<file path="src/hw/rtl/ihl_ram.sv">
// Generic single-port-write, single-port-read RAM with registered read data.
module ihl_ram #(
  parameter int WIDTH = 8,
  parameter int DEPTH = 16
) (
  input  logic                     clk,
  input  logic                     we,
  input  logic [$clog2(DEPTH)-1:0] waddr,
  input  logic [WIDTH-1:0]         wdata,
  input  logic [$clog2(DEPTH)-1:0] raddr,
  output logic [WIDTH-1:0]         rdata
);

  logic [WIDTH-1:0] mem [DEPTH];

  always_ff @(posedge clk) begin
    if (we) begin
      mem[waddr] <= wdata;
    end
    rdata <= mem[raddr];
  end

endmodule

</file>
<file path="config.mk">
export PLATFORM = sky130hd
export DESIGN_NAME = ihl_ram
export DESIGN_NICKNAME = d
export VERILOG_FILES = /design/src/hw/rtl/ihl_ram.sv
export SDC_FILE = /design/constraint.sdc
export NUM_CORES = 1
export LEC_CHECK = 0
export BUFFER_PORTS_ARGS = -buffer_cell sky130_fd_sc_hd__buf_2
export CAP_MARGIN = 20
export CORE_AREA = 2 2 134 104
export DETAILED_ROUTE_END_ITERATION = 10
export DIE_AREA = 0 0 136 106
export GPL_TIMING_DRIVEN = 1
export PLACE_DENSITY = 0.62
export SYNTH_ARGS = -nofsm -noshare
export SYNTH_HDL_FRONTEND = slang
export SYNTH_SLANG_ARGS = --single-unit
</file>
<file path="constraint.sdc">
create_clock -name clk -period 2.7 [get_ports clk]
set_input_delay 0.135 -clock clk [delete_from_list [all_inputs] [get_ports clk]]
set_output_delay 0.135 -clock clk [all_outputs]
set_load 0.05 [all_outputs]
</file>
==> impl_metrics.tcl <==
set metrics [dict create \
    drt_iter0_markers 228 \
    cts_buffers 17 \
    yosysWarnings 0 \
    ys.flop_type "edfxtp_1" \
    cts.sinks 136 \
    syn_area_um2 5150 \
    drv_cap 0 \
    numPortBuffers 25 \
    post_cts_resized 0 \
    startpoint_type "input port" \
    swShare 0.211 \
    min_period_ns 1.38 \
    crit_path_max_fanout 13 \
    rsz0062_at_grt "no" \
    ir_worst_vdd_v 0.000497 \
    firstDrtPassIters 4 \
    std_cell_rows 37 \
    worst-slew-pin-transition_ns 1.00 \
    fill_cells 1137 \
    synth_area_leaders "edfxtp_1 75%, mux4_2 7.9%, mux4_1 7.1%" \
    grt_pass1_wl_um 15500 \
    maxSlewHeadroom 0.331 \
    tns_ns 0 \
    netlist.area_leader.share 0.747 \
    worstPathCellList "buf_2 > buf_4 > mux4_1 > a22oi_1 > nand2_1" \
    antenna_found_initial 0 \
    final_hold_viol_count 0 \
    die_width_um 136 \
    drive_gt1_frac 0.292 \
    power.switching_mw 0.985 \
    cts-root-buf "clkbuf_16" \
    endpoint_kind "flop" \
    combPwrFrac 0.055 \
    fp.dieArea_um2 14400 \
    syn_area_per_cell_um2 22.5 \
    cp_data_arrival_time_ns 1.68 \
    design.core.area_um2 13200 \
    synth_largest_area_cell "edfxtp_1" \
    r2r_slack_ns 1.35 \
    max_stage_delay_ns 0.60 \
    ant_nets 0 \
    yosysMostFrequentCell "edfxtp_1" \
    die_h_um 106 \
    outcome "completed" \
    synth_edf_count 128 \
    finalPower_mw 4.68 \
    path_clk_slew_ns 0.05 \
    timing.fmax_mhz 723 \
    route.vias.total 2429 \
    critPathKind "in2reg" \
    holdWs_ns 0.110 \
    fin_skew_ns 0.00588 \
    hp-class "in2reg" \
    cts_tree "yes" \
    setup-violations-final 0 \
    grt_pass1_vias 2614 \
    ys_ff_latch 136 \
    grt_usage 0.153 \
    wl_per_cell_um 21.4 \
    ys_types 19 \
    synth_commonest_cells "128 x edfxtp_1, 18 x mux4_2, 16 x a22oi_1" \
    drc 0 \
    syn_to_final_growth_pct 17.5 \
    hpwlAfterDp_um 6400 \
    insertedDiodeCount 0 \
    synthesis.nets 247 \
    seqPwrFrac 0.508 \
    p_leak_nw 2.03 \
    clockBufferDepth 2 \
    power.density_nw_per_um2 774 \
    totalWireLength_um 9970 \
    ys_seq_area_frac 0.778 \
    initial_core_util 0.389 \
    netlist_instances 229 \
    clkLatencyLatePin_ns 0.41 \
    cts_hold_buf 0 \
    fin_crit_sh 0.512 \
    h-tree-depth 4 \
    slew_viol_final 0 \
    ioPinCount 26 \
    routed_via_density 5.21 \
    globalplace.congestion 0.733 \
    critical_path.slowest_cell "mux4_1" \
    worstPathRequired_ns 2.99 \
    grt_max_degree 18 \
    intPower_mw 3.69 \
    cts_setup_buffers 0 \
    clkPwrFrac 0.436 \
    fin_nets 297 \
    grt_overflow_total 0 \
    async_flop_share 0 \
]
[power by group through the flow]
stage	combinational (mW)	clock [mW]	sequential [mW]
final	0.258	2.04	2.38
after global routing	0.280	2.16	2.38
after CTS	0.263	2.07	2.38
after detailed placement	0.262	0	2.42
after global placement	0.257	0	2.42
after floorplan	0.120	0	2.46
[layer usage]
layer	vias to the layer above	GRT usage	wire, um
met4	0	0.0558	102
met2	82	0.213	4380
met1	1265	0.230	4780
met3	9	0.0429	698
li1	1073	-	-
met5	-	0	0
[metrics by stage]
step	setup slack, ns	cell area, um^2	utilization	cells
6_report	1.32	6050	0.457	466
5_1_grt	1.21	6050	0.457	466
4_1_cts	1.28	6050	0.457	466
3_5_place_dp	0.849	5530	0.417	435
3_3_place_gp	0.844	5530	0.417	435
2_1_floorplan	1.07	5150	-	229
[flip-flops by register name (all words and copies together), names as in the netlist]
signal  flops
mem       128
rdata       8
[layout by cell type (no fill, tap or decap)]
master,instances
buf_2,25
bufinv_16,1
clkbuf_16,17
mux4_1,14
or3b_2,1
nand3_1,1
nand2_1,9
and2b_1,1
nor2_1,13
edfxtp_1,128
nor3_1,4
clkinv_2,4
nor2b_1,1
nand3b_1,2
a22oi_1,16
mux4_2,18
nand2b_1,2
dfxtp_1,8
and2_1,1
buf_4,16
clkbuf_1,3
clkinv_1,3
clkinvlp_4,3
[final timing paths]
kind | depth (start not counted) | endpoint | from
worst max-delay path | 5 | rdata[3]$_DFF_P_ | raddr[0]
worst min-delay path | 1 | mem[10][0]$_DFFE_PP_ | wdata[0]
worst max register to register | 3 | rdata[3]$_DFF_P_ | mem[2][3]$_DFFE_PP_
worst min register to register | 3 | rdata[0]$_DFF_P_ | mem[14][0]$_DFFE_PP_
[logic make-up after synthesis]
family,synth area share
mux,0.150
buf+inv,0.0168
flops,0.778
simple gates,0.0318
compound gates,0.0233
[worst max-delay path, delay by kind of cell]
family | cells | cell delay (ns)
and+or+nand+nor | 1 | 0.08
muxes | 1 | 0.60
buffers and inverters | 2 | 0.59
AOI/OAI and AO/OA | 1 | 0.25
[layout make-up]
type                    count  area [um^2]  share of cell area
well taps                 175          219              0.0362
flip-flops and latches    136         4000               0.662
clock buffers              20          437              0.0722
multi-input cells          83         1060               0.175
clock inverters            11         83.8              0.0139
repair buffers             41          245              0.0406
Power figures use the tool's default switching activity.
